$ cat config.mk
export PLATFORM = sky130hd
export DESIGN_NAME = breakpoint_site_table
export DESIGN_NICKNAME = d
export VERILOG_FILES = /design/src/bst_pkg.sv /design/src/bst_site_mem.sv /design/src/breakpoint_site_table.sv
export SDC_FILE = /design/constraint.sdc
export NUM_CORES = 2
export LEC_CHECK = 0
export CORE_AREA = 2 2 465 559
export DETAILED_ROUTE_END_ITERATION = 12
export DIE_AREA = 0 0 467 561
export DONT_BUFFER_PORTS = 1
export GPL_TIMING_DRIVEN = 0
export HOLD_SLACK_MARGIN = 0.02
export PLACE_DENSITY = 0.52
export SYNTH_ARGS = -nofsm -noshare
export SYNTH_HDL_FRONTEND = slang
export SYNTH_SLANG_ARGS = --single-unit
$ cat constraint.sdc
create_clock -name clk -period 13.45 [get_ports clk]
set_input_delay 1.345 -clock clk [delete_from_list [all_inputs] [get_ports clk]]
set_output_delay 1.345 -clock clk [all_outputs]
set_load 0.02 [all_outputs]
$ cat src/bst_pkg.sv
// Package for the breakpoint site table.
// Holds the site record, the result record, operation and status codes.
// No dependencies.
`default_nettype none
package bst_pkg;

    localparam int DefSiteDepth = 16;
    localparam int MaxResults   = 16;

    localparam logic [2:0] kTypePermanent         = 3'd1;
    localparam logic [2:0] kTypeTemporaryOneShot  = 3'd2;
    localparam logic [2:0] kTypeTemporaryUntilHit = 3'd4;

    localparam logic [2:0] OP_ADD     = 3'd0;
    localparam logic [2:0] OP_REMOVE  = 3'd1;
    localparam logic [2:0] OP_HAS     = 3'd2;
    localparam logic [2:0] OP_HIT     = 3'd3;
    localparam logic [2:0] OP_ENABLE  = 3'd4;
    localparam logic [2:0] OP_DISABLE = 3'd5;
    localparam logic [2:0] OP_CLEAR   = 3'd6;

    localparam logic [1:0] ST_OK       = 2'd0;
    localparam logic [1:0] ST_INVAL    = 2'd1;
    localparam logic [1:0] ST_NOTFOUND = 2'd2;
    localparam logic [1:0] ST_FULL     = 2'd3;

    typedef struct packed {
        logic [63:0] address;
        logic [2:0]  kind;
        logic [1:0]  access;
        logic [3:0]  length;
        logic [7:0]  count;
    } site_t;

    typedef struct packed {
        logic [1:0] status;
        logic       found;
        site_t      site;
        logic       arm;
        logic       disarm;
        logic       last;
    } res_t;

    function automatic res_t make_res(logic [1:0] status, logic found, site_t site,
                                      logic arm, logic disarm, logic last);
        res_t r;
        r.status = status;
        r.found  = found;
        r.site   = found ? site : '0;
        r.arm    = arm;
        r.disarm = disarm;
        r.last   = last;
        return r;
    endfunction

endpackage
`default_nettype wire

$ cat src/bst_site_mem.sv
// Site record memory: one write port and one registered read port.
// Depends on bst_pkg for the site record type.
`default_nettype none
module bst_site_mem #(
    parameter int DEPTH = 16,
    parameter int IDXW  = 4
) (
    input  wire                  clk,
    input  wire                  wr_en,
    input  wire [IDXW-1:0]       wr_idx,
    input  bst_pkg::site_t       wr_data,
    input  wire                  rd_en,
    input  wire [IDXW-1:0]       rd_idx,
    output bst_pkg::site_t       rd_data
);
    import bst_pkg::*;

    site_t site_mem [DEPTH];
    site_t rd_data_reg;

    always_ff @(posedge clk)
    begin
        if (wr_en)
        begin
            site_mem[wr_idx] <= wr_data;
        end
        if (rd_en)
        begin
            rd_data_reg <= site_mem[rd_idx];
        end
    end

    assign rd_data = rd_data_reg;
endmodule
`default_nettype wire

$ cat src/breakpoint_site_table.sv
// Top level of the breakpoint site table: control sequencer and result register.
// Depends on bst_pkg and bst_site_mem.
//
// A command is taken at a rising edge where start is high and busy is low.
// Results appear on the result ports for one cycle each, marked by
// result_valid; last marks the final result of a command. The receiver
// cannot stall, so no backpressure exists.
// Invalid-argument commands, clear and unused codes answer in the cycle after
// acceptance without raising busy.
// Add, remove, has and hit scan the site memory one entry per cycle through
// its single read port.
// Enable and disable run one full scan of the memory per reported site to
// find the next address in ascending order; disable then makes another pass
// over the memory, updating every valid entry.
// Reset clears every valid bit and the armed flag; the record memory needs
// no clearing pass, and the block takes commands right after reset.
`default_nettype none
module breakpoint_site_table #(
    parameter int SITE_DEPTH = bst_pkg::DefSiteDepth
) (
    input  wire         clk,
    input  wire         rst_n,
    input  wire         start,
    output logic        busy,
    input  wire  [2:0]  mode,
    input  wire  [63:0] address,
    input  wire         address_ok,
    input  wire  [2:0]  kind_bits,
    input  wire  [1:0]  access_kind,
    input  wire  [3:0]  length,
    output logic        result_valid,
    output logic [1:0]  status,
    output logic        found,
    output logic [63:0] site_address,
    output logic [2:0]  site_kind,
    output logic [1:0]  site_access,
    output logic [3:0]  site_length,
    output logic [7:0]  site_count,
    output logic        arm_request,
    output logic        disarm_request,
    output logic        last
);
    import bst_pkg::*;

    localparam int IDXW = (SITE_DEPTH > 1) ? $clog2(SITE_DEPTH) : 1;
    localparam int CNTW = $clog2(SITE_DEPTH + 1);
    localparam int SHW  = $clog2(MaxResults + 1);

    localparam logic [1:0] S_IDLE = 2'd0;
    localparam logic [1:0] S_SCAN = 2'd1;
    localparam logic [1:0] S_ACT  = 2'd2;
    localparam logic [1:0] S_UPD  = 2'd3;

    logic [1:0]            state_reg, state_next;
    logic [2:0]            op_mode_reg, op_mode_next;
    site_t                 op_reg, op_next;
    logic [SITE_DEPTH-1:0] valid_reg, valid_next;
    logic                  armed_reg, armed_next;
    logic [CNTW-1:0]       issue_reg, issue_next;
    logic                  chk_vld_reg, chk_vld_next;
    logic [IDXW-1:0]       chk_idx_reg, chk_idx_next;
    logic                  free_found_reg, free_found_next;
    logic [IDXW-1:0]       free_idx_reg, free_idx_next;
    logic                  hit_found_reg, hit_found_next;
    logic [IDXW-1:0]       hit_idx_reg, hit_idx_next;
    site_t                 hit_rec_reg, hit_rec_next;
    logic [63:0]           prev_addr_reg, prev_addr_next;
    logic                  have_prev_reg, have_prev_next;
    logic                  best_found_reg, best_found_next;
    site_t                 best_rec_reg, best_rec_next;
    logic [CNTW-1:0]       cand_reg, cand_next;
    logic [SHW-1:0]        shown_reg, shown_next;
    logic                  res_vld_reg, res_vld_next;
    res_t                  res_reg, res_next;

    logic            wr_en;
    logic [IDXW-1:0] wr_idx;
    site_t           wr_data;
    logic            rd_en;
    site_t           rd_data;
    logic            scan_last;
    logic            enabling;
    logic            is_last;
    site_t           upd;
    logic [7:0]      cnt_dec;

    bst_site_mem #(
        .DEPTH (SITE_DEPTH),
        .IDXW  (IDXW)
    ) u_mem (
        .clk     (clk),
        .wr_en   (wr_en),
        .wr_idx  (wr_idx),
        .wr_data (wr_data),
        .rd_en   (rd_en),
        .rd_idx  (issue_reg[IDXW-1:0]),
        .rd_data (rd_data)
    );

    assign rd_en     = ((state_reg == S_SCAN) || (state_reg == S_UPD))
                       && (issue_reg < CNTW'(SITE_DEPTH));
    assign scan_last = chk_vld_reg && (chk_idx_reg == IDXW'(SITE_DEPTH - 1));
    assign enabling  = (op_mode_reg == OP_ENABLE);

    always_comb
    begin
        state_next      = state_reg;
        op_mode_next    = op_mode_reg;
        op_next         = op_reg;
        valid_next      = valid_reg;
        armed_next      = armed_reg;
        issue_next      = issue_reg;
        chk_vld_next    = 1'b0;
        chk_idx_next    = chk_idx_reg;
        free_found_next = free_found_reg;
        free_idx_next   = free_idx_reg;
        hit_found_next  = hit_found_reg;
        hit_idx_next    = hit_idx_reg;
        hit_rec_next    = hit_rec_reg;
        prev_addr_next  = prev_addr_reg;
        have_prev_next  = have_prev_reg;
        best_found_next = best_found_reg;
        best_rec_next   = best_rec_reg;
        cand_next       = cand_reg;
        shown_next      = shown_reg;
        res_vld_next    = 1'b0;
        res_next        = res_reg;
        wr_en           = 1'b0;
        wr_idx          = hit_idx_reg;
        wr_data         = hit_rec_reg;
        is_last         = 1'b0;
        upd             = hit_rec_reg;
        cnt_dec         = 8'd0;

        if (rd_en)
        begin
            chk_vld_next = 1'b1;
            chk_idx_next = issue_reg[IDXW-1:0];
            issue_next   = issue_reg + CNTW'(1);
        end

        unique case (state_reg)
            S_IDLE:
            begin
                if (start)
                begin
                    op_mode_next    = mode;
                    op_next.address = address;
                    op_next.kind    = kind_bits;
                    op_next.access  = access_kind;
                    op_next.length  = length;
                    op_next.count   = 8'd0;
                    issue_next      = '0;
                    free_found_next = 1'b0;
                    hit_found_next  = 1'b0;
                    have_prev_next  = 1'b0;
                    best_found_next = 1'b0;
                    cand_next       = '0;
                    shown_next      = '0;
                    case (mode) inside
                        OP_ADD, OP_REMOVE, OP_HAS, OP_HIT:
                        begin
                            if (address_ok)
                            begin
                                state_next = S_SCAN;
                            end
                            else
                            begin
                                res_vld_next = 1'b1;
                                res_next = make_res(ST_INVAL, 1'b0, '0, 1'b0, 1'b0, 1'b1);
                            end
                        end
                        OP_ENABLE, OP_DISABLE:
                        begin
                            armed_next = (mode == OP_ENABLE);
                            state_next = S_SCAN;
                        end
                        OP_CLEAR:
                        begin
                            valid_next   = '0;
                            res_vld_next = 1'b1;
                            res_next = make_res(ST_OK, 1'b0, '0, 1'b0, 1'b0, 1'b1);
                        end
                        default:
                        begin
                            res_vld_next = 1'b1;
                            res_next = make_res(ST_INVAL, 1'b0, '0, 1'b0, 1'b0, 1'b1);
                        end
                    endcase
                end
            end

            S_SCAN:
            begin
                if ((op_mode_reg == OP_ENABLE) || (op_mode_reg == OP_DISABLE))
                begin
                    if (chk_vld_reg && valid_reg[chk_idx_reg]
                        && (!have_prev_reg || (rd_data.address > prev_addr_reg)))
                    begin
                        cand_next = cand_reg + CNTW'(1);
                        if (!best_found_reg || (rd_data.address < best_rec_reg.address))
                        begin
                            best_found_next = 1'b1;
                            best_rec_next   = rd_data;
                        end
                    end
                    if (scan_last)
                    begin
                        res_vld_next = 1'b1;
                        if (!best_found_next)
                        begin
                            res_next = make_res(ST_OK, 1'b0, '0, 1'b0, 1'b0, 1'b1);
                            is_last  = 1'b1;
                        end
                        else
                        begin
                            is_last = (cand_next == CNTW'(1))
                                      || (shown_reg == SHW'(MaxResults - 1));
                            upd = best_rec_next;
                            if (!enabling)
                            begin
                                upd.kind = best_rec_next.kind & ~kTypeTemporaryOneShot;
                            end
                            res_next = make_res(ST_OK, 1'b1, upd, enabling, !enabling,
                                                is_last);
                            shown_next      = shown_reg + SHW'(1);
                            prev_addr_next  = best_rec_next.address;
                            have_prev_next  = 1'b1;
                            best_found_next = 1'b0;
                            cand_next       = '0;
                        end
                        issue_next   = '0;
                        chk_vld_next = 1'b0;
                        if (is_last)
                        begin
                            state_next = enabling ? S_IDLE : S_UPD;
                        end
                    end
                end
                else if (chk_vld_reg)
                begin
                    if (valid_reg[chk_idx_reg] && (rd_data.address == op_reg.address))
                    begin
                        hit_found_next = 1'b1;
                        hit_idx_next   = chk_idx_reg;
                        hit_rec_next   = rd_data;
                        state_next     = S_ACT;
                    end
                    else
                    begin
                        if (!valid_reg[chk_idx_reg] && !free_found_reg)
                        begin
                            free_found_next = 1'b1;
                            free_idx_next   = chk_idx_reg;
                        end
                        if (scan_last)
                        begin
                            state_next = S_ACT;
                        end
                    end
                end
            end

            S_ACT:
            begin
                state_next   = S_IDLE;
                res_vld_next = 1'b1;
                upd          = hit_rec_reg;
                case (op_mode_reg)
                    OP_ADD:
                    begin
                        if (hit_found_reg)
                        begin
                            if (hit_rec_reg.access != op_reg.access)
                            begin
                                res_next = make_res(ST_INVAL, 1'b0, '0, 1'b0, 1'b0, 1'b1);
                            end
                            else if ((op_reg.kind == kTypePermanent)
                                     && (hit_rec_reg.count == 8'd255))
                            begin
                                res_next = make_res(ST_FULL, 1'b1, hit_rec_reg, 1'b0, 1'b0,
                                                    1'b1);
                            end
                            else
                            begin
                                upd.kind = hit_rec_reg.kind | op_reg.kind;
                                if (op_reg.kind == kTypePermanent)
                                begin
                                    upd.count = hit_rec_reg.count + 8'd1;
                                end
                                wr_en    = 1'b1;
                                wr_data  = upd;
                                res_next = make_res(ST_OK, 1'b1, upd, 1'b0, 1'b0, 1'b1);
                            end
                        end
                        else if (!free_found_reg)
                        begin
                            res_next = make_res(ST_FULL, 1'b0, '0, 1'b0, 1'b0, 1'b1);
                        end
                        else
                        begin
                            upd       = op_reg;
                            upd.count = (op_reg.kind == kTypePermanent) ? 8'd1 : 8'd0;
                            wr_en     = 1'b1;
                            wr_idx    = free_idx_reg;
                            wr_data   = upd;
                            valid_next[free_idx_reg] = 1'b1;
                            res_next = make_res(ST_OK, 1'b1, upd, armed_reg, 1'b0, 1'b1);
                        end
                    end
                    OP_REMOVE:
                    begin
                        if (!hit_found_reg)
                        begin
                            res_next = make_res(ST_NOTFOUND, 1'b0, '0, 1'b0, 1'b0, 1'b1);
                        end
                        else if ((hit_rec_reg.kind & kTypePermanent) != 3'd0)
                        begin
                            cnt_dec   = (hit_rec_reg.count != 8'd0) ? hit_rec_reg.count - 8'd1
                                                                    : 8'd0;
                            upd.count = cnt_dec;
                            if (cnt_dec != 8'd0)
                            begin
                                wr_en    = 1'b1;
                                wr_data  = upd;
                                res_next = make_res(ST_OK, 1'b1, upd, 1'b0, 1'b0, 1'b1);
                            end
                            else if (hit_rec_reg.kind != kTypePermanent)
                            begin
                                upd.kind = hit_rec_reg.kind & ~kTypePermanent;
                                wr_en    = 1'b1;
                                wr_data  = upd;
                                res_next = make_res(ST_OK, 1'b1, upd, 1'b0, 1'b0, 1'b1);
                            end
                            else
                            begin
                                valid_next[hit_idx_reg] = 1'b0;
                                res_next = make_res(ST_OK, 1'b1, upd, 1'b0, armed_reg, 1'b1);
                            end
                        end
                        else
                        begin
                            valid_next[hit_idx_reg] = 1'b0;
                            res_next = make_res(ST_OK, 1'b1, upd, 1'b0, armed_reg, 1'b1);
                        end
                    end
                    default:
                    begin
                        if (!hit_found_reg)
                        begin
                            res_next = make_res(ST_NOTFOUND, 1'b0, '0, 1'b0, 1'b0, 1'b1);
                        end
                        else
                        begin
                            if (op_mode_reg == OP_HIT)
                            begin
                                upd.kind = hit_rec_reg.kind & ~kTypeTemporaryUntilHit;
                                wr_en    = 1'b1;
                                wr_data  = upd;
                            end
                            res_next = make_res(ST_OK, 1'b1, upd, 1'b0, 1'b0, 1'b1);
                        end
                    end
                endcase
            end

            S_UPD:
            begin
                if (chk_vld_reg && valid_reg[chk_idx_reg])
                begin
                    upd      = rd_data;
                    upd.kind = rd_data.kind & ~kTypeTemporaryOneShot;
                    wr_en    = 1'b1;
                    wr_idx   = chk_idx_reg;
                    wr_data  = upd;
                    if (upd.kind == 3'd0)
                    begin
                        valid_next[chk_idx_reg] = 1'b0;
                    end
                end
                if (scan_last)
                begin
                    state_next = S_IDLE;
                end
            end

            default:
            begin
                state_next = S_IDLE;
            end
        endcase
    end

    always_ff @(posedge clk or negedge rst_n)
    begin
        if (!rst_n)
        begin
            state_reg   <= S_IDLE;
            valid_reg   <= '0;
            armed_reg   <= 1'b0;
            chk_vld_reg <= 1'b0;
            res_vld_reg <= 1'b0;
        end
        else
        begin
            state_reg   <= state_next;
            valid_reg   <= valid_next;
            armed_reg   <= armed_next;
            chk_vld_reg <= chk_vld_next;
            res_vld_reg <= res_vld_next;
        end
    end

    always_ff @(posedge clk)
    begin
        op_mode_reg    <= op_mode_next;
        op_reg         <= op_next;
        issue_reg      <= issue_next;
        chk_idx_reg    <= chk_idx_next;
        free_found_reg <= free_found_next;
        free_idx_reg   <= free_idx_next;
        hit_found_reg  <= hit_found_next;
        hit_idx_reg    <= hit_idx_next;
        hit_rec_reg    <= hit_rec_next;
        prev_addr_reg  <= prev_addr_next;
        have_prev_reg  <= have_prev_next;
        best_found_reg <= best_found_next;
        best_rec_reg   <= best_rec_next;
        cand_reg       <= cand_next;
        shown_reg      <= shown_next;
        res_reg        <= res_next;
    end

    assign busy           = (state_reg != S_IDLE);
    assign result_valid   = res_vld_reg;
    assign status         = res_reg.status;
    assign found          = res_reg.found;
    assign site_address   = res_reg.site.address;
    assign site_kind      = res_reg.site.kind;
    assign site_access    = res_reg.site.access;
    assign site_length    = res_reg.site.length;
    assign site_count     = res_reg.site.count;
    assign arm_request    = res_reg.arm;
    assign disarm_request = res_reg.disarm;
    assign last           = res_reg.last;
endmodule
`default_nettype wire

==> metrics.md <==
| Metric | Value |
|---|---|
| Worst min-delay path class | in2async |
| FF-to-FF path depth | 12 |
| Non-Filler Instances | 8513 |
| DRC violation count after routing | 0 |
| Clock Pin Slew Worst Setup and Hold Paths | 70 ps |
| ANT nets after route | 0 |
| NumNets Final | 5182 |
| Core Box Area | 257000 um^2 |
| Upper clock frequency limit | 0.156 GHz |
| Predominant post-synthesis flop cell | sky130_fd_sc_hd__edfxtp_1 |
| Data arrival time of the worst path | ~7000 ps |
| Number of antenna violations at the first check in global routing | 16 |
| Cell Rows | around 200 |
| Cts-stage hold buffer count | 0 |
| Relative area change from synthesis to final layout | 15.7% |
| Violated checks | max-capacitance violations, max-slew violations |
| Post-Syn Nets | 4904 |
| Final GP Congestion | just over 0.9 |
| Largest register FFs | 1296 |
| Clock tree from TritonCTS | built |
| Required time of the worst setup path | 14020 ps |
| Detailed router's first-iteration violation count | ~5700 |
| Post-route minimum period | 6400 ps |
| Kind of capture point of the worst setup path | register |
| Final Hold Fails | 0 |
| Max-slew headroom at the worst pin | -6.65% |
| Outcome | finished with violations |
| Post-synth top area share | 70.3% |
| Post-synthesis instance total | 4685 |
| Total number of yosys warnings | 0 |
| VDD IR max | 0.106 mV |
| Total of cells resized after clock tree synthesis | 0 |
| Latest clock arrival within the worst-skew pair | 860 ps |
| Maximum buffer depth of the clock tree | 4 |
| Critical path class | reg2reg |
| Reported leakage power | 0.0295 uW |
| Detail-routed via count per cell | 5.31 |
| Commonest non-fill, non-tap cells in the layout | sky130_fd_sc_hd__edfxtp_1 (1792), sky130_fd_sc_hd__nand2_1 (291), sky130_fd_sc_hd__o21ai_0 (262) |
| Number of endpoints failing setup at the final stage | 0 |
| Fraction of final layout cells sized beyond drive strength 1 | between 10% and 20% |
| Top-level port count | roughly 170 |
| Final clock skew | about 65 ps |
| Vias in the first global route | 44792 |
| Final Routed Wirelength | 260 mm |
| Global route total overflow | 0 |
| Port Buffer Count | 0 |
| Count of clock tree sinks | 1818 |
| DP HPWL | 183 mm |
| Netlist cell types | 76 |
| Yosys reg bits | 1818 |
| Largest cells by area after synthesis | sky130_fd_sc_hd__edfxtp_1 (70%), sky130_fd_sc_hd__mux4_2 (4.8%), sky130_fd_sc_hd__mux2i_1 (3.3%) |
| CTS H-Tree Depth | 4 |
| Sequential share of the synthesized area | 71.1% |
| Number of buffers added by the clock tree synthesis step | 183 |
| Count of TritonRoute iterations in the first routing pass | 9 |
| Critical Path Start Type | register |
| Die Footprint | between 200000 and 300000 um^2 |
| Average detailed-routed wire length per instance | a little over 30 um |
| Slew at the pin closest to its max-slew limit | 1600 ps |
| Effective utilization at floorplan | 29.8% |
| Register containing the most flip-flops in the final layout | u_mem.site_mem |
| Total routing resource utilization after global routing | 19.3% |
| Power after layout | 18700 uW |
| Placed Instances | 8175 |
| Mean post-synth cell area | 16.3 um^2 |
| Count of buffers added by post-CTS timing repair for setup | 0 |
| Mapped cell area | approximately 77000 um^2 |
| Overall via count from detail_route | 45162 |
| Number of max-slew violations in the final report | 66 |
| Most frequent standard cell in the layout excluding fill and tap cells | sky130_fd_sc_hd__edfxtp_1 |
| Number of fill cells in the layout | 24389 |
| Die Width | between 400 and 500 um |
| Maximum number of pins on one net before global-route repair | 30 |
| Placement Setup Slack | 7250 ps |
| Cell taking the most area after synthesis | sky130_fd_sc_hd__edfxtp_1 |
| Maximum fanout along the worst path | 10 |
| RSZ-0062 raised after global routing | no |
| # Max-Cap Violations | 7 |
| First-pass GRT wire length | 357 mm |
| Fraction of registers with async set or reset after synthesis | 1.16% |
| Tcrit/Tclk final | 47.6% |
| Power Density | 211 nW/um^2 |
| Chip Height | 561 um |
| Number of synthesized flops with an enable pin | 1792 |
| Clock tree root buffer cell | sky130_fd_sc_hd__clkbuf_16 |
| Final worst slack | 7050 ps |
==> critical path: stages, from the launching register on <==
cell and delay (ps):
sky130_fd_sc_hd__edfxtp_1 610, sky130_fd_sc_hd__ha_1 410, sky130_fd_sc_hd__nand4_1 140, sky130_fd_sc_hd__nor3_1 650, sky130_fd_sc_hd__nand4_1 570, sky130_fd_sc_hd__nor4_1 1220
sky130_fd_sc_hd__nand2b_4 340, sky130_fd_sc_hd__a21oi_4 60, sky130_fd_sc_hd__nor3_2 400, sky130_fd_sc_hd__nor2_1 90, sky130_fd_sc_hd__clkbuf_1 630, sky130_fd_sc_hd__clkbuf_1 570
sky130_fd_sc_hd__a31o_2 420
==> where the power goes <==
part | leakage, uW | internal [uW] | total (uW) | switching, uW
sequential | 0.0166 | 7160 | 7890 | 734
clock | 0.00278 | 2790 | 5000 | 2210
combinational | 0.0101 | 1940 | 5770 | 3830
total | 0.0295 | 11900 | 18700 | 6770
==> area by class of cell <==
cell class,instances,area [um^2],share of cell area (%)
buffer,247,1020,1.15
antenna,12,30.0,0.0339
sequential,1818,54400,61.5
clock buffer,221,4790,5.42
multi-input combinational,2405,20500,23.1
inverter,215,807,0.911
tap,3399,4250,4.80
timing repair buffer,93,1850,2.09
clock inverter,103,886,1.00
==> stage by stage <==
step	util (%)	TNS [ps]	area, um^2	hold slack (ps)
after floorplan	-	0	76500	422
after global placement	31.5	-345450	80800	457
after detailed placement	32.3	0	82800	481
after CTS	34.5	0	88500	124
after global routing	34.5	0	88500	145
final	34.5	0	88500	171
==> path summary, 6_finish.rpt <==
| path | start | to | slack (ps) |
|---|---|---|---|
| setup / recovery | u_mem.rd_data[62]$_DFFE_PP_ | site_kind[2]$_DFFE_PP_ | 7050 |
| hold reg to reg | valid_reg[14]$_DFFE_PN0P_ | valid_reg[14]$_DFFE_PN0P_ | 480 |
| setup reg to reg | u_mem.rd_data[62]$_DFFE_PP_ | site_kind[2]$_DFFE_PP_ | 7050 |
| min in group clk | valid_reg[14]$_DFFE_PN0P_ | valid_reg[14]$_DFFE_PN0P_ | 480 |
| max in group asynchronous | rst_n | valid_reg[12]$_DFFE_PN0P_ | 13170 |
| hold / removal | rst_n | state_reg[1]$_DFFE_PN0P_ | 170 |
==> Yosys cell counts (6+ instances only) <==
cell / instances
sky130_fd_sc_hd__buf_1: 43
sky130_fd_sc_hd__clkbuf_1: 192
sky130_fd_sc_hd__nand2b_1: 18
sky130_fd_sc_hd__nor4_1: 21
sky130_fd_sc_hd__o221ai_1: 7
sky130_fd_sc_hd__a31oi_1: 19
sky130_fd_sc_hd__o211ai_1: 11
sky130_fd_sc_hd__xor2_1: 45
sky130_fd_sc_hd__a21oi_1: 152
sky130_fd_sc_hd__a21o_1: 14
sky130_fd_sc_hd__nor2b_1: 12
sky130_fd_sc_hd__a31o_1: 35
sky130_fd_sc_hd__dfrtp_1: 21
sky130_fd_sc_hd__ha_1: 139
sky130_fd_sc_hd__nor2_1: 184
sky130_fd_sc_hd__mux4_2: 162
sky130_fd_sc_hd__nand4_1: 38
sky130_fd_sc_hd__a221oi_1: 91
sky130_fd_sc_hd__mux2i_1: 256
sky130_fd_sc_hd__nand3_1: 32
sky130_fd_sc_hd__and3_1: 6
sky130_fd_sc_hd__nand2_1: 291
sky130_fd_sc_hd__a32oi_1: 7
sky130_fd_sc_hd__and2_1: 15
sky130_fd_sc_hd__o21ai_0: 266
sky130_fd_sc_hd__a41oi_1: 12
sky130_fd_sc_hd__a211oi_1: 12
sky130_fd_sc_hd__a22oi_1: 147
sky130_fd_sc_hd__buf_6: 9
sky130_fd_sc_hd__mux2_4: 81
sky130_fd_sc_hd__a31o_2: 46
sky130_fd_sc_hd__o21a_1: 8
sky130_fd_sc_hd__mux2_2: 87
sky130_fd_sc_hd__edfxtp_1: 1792
sky130_fd_sc_hd__xnor2_1: 33
sky130_fd_sc_hd__a222oi_1: 73
sky130_fd_sc_hd__nor3_1: 12
sky130_fd_sc_hd__inv_1: 212
sky130_fd_sc_hd__or2_2: 7
==> cell families after synthesis <==
logic type                 Yosys count  synth area share [%]
adders and majority gates          139                  2.27
buffers and inverters              462                  2.36
and+or+nand+nor                    663                  3.88
muxes                              588                  11.1
xor gates and xnor gates            78                 0.893
DFF                               1818                  71.1
AOI/OAI and AO/OA                  937                  8.42
==> layer usage <==
metal / track usage (%) / vias up / part of all wire (%)
met5: 0 / - / 0.0081
met4: 10.8 / 4 / 6.3
met3: 2.88 / 499 / 6.8
met2: 33.2 / 2060 / 50
met1: 23.1 / 23401 / 37
li1: - / 19198 / -
Power figures use the tool's default switching activity.
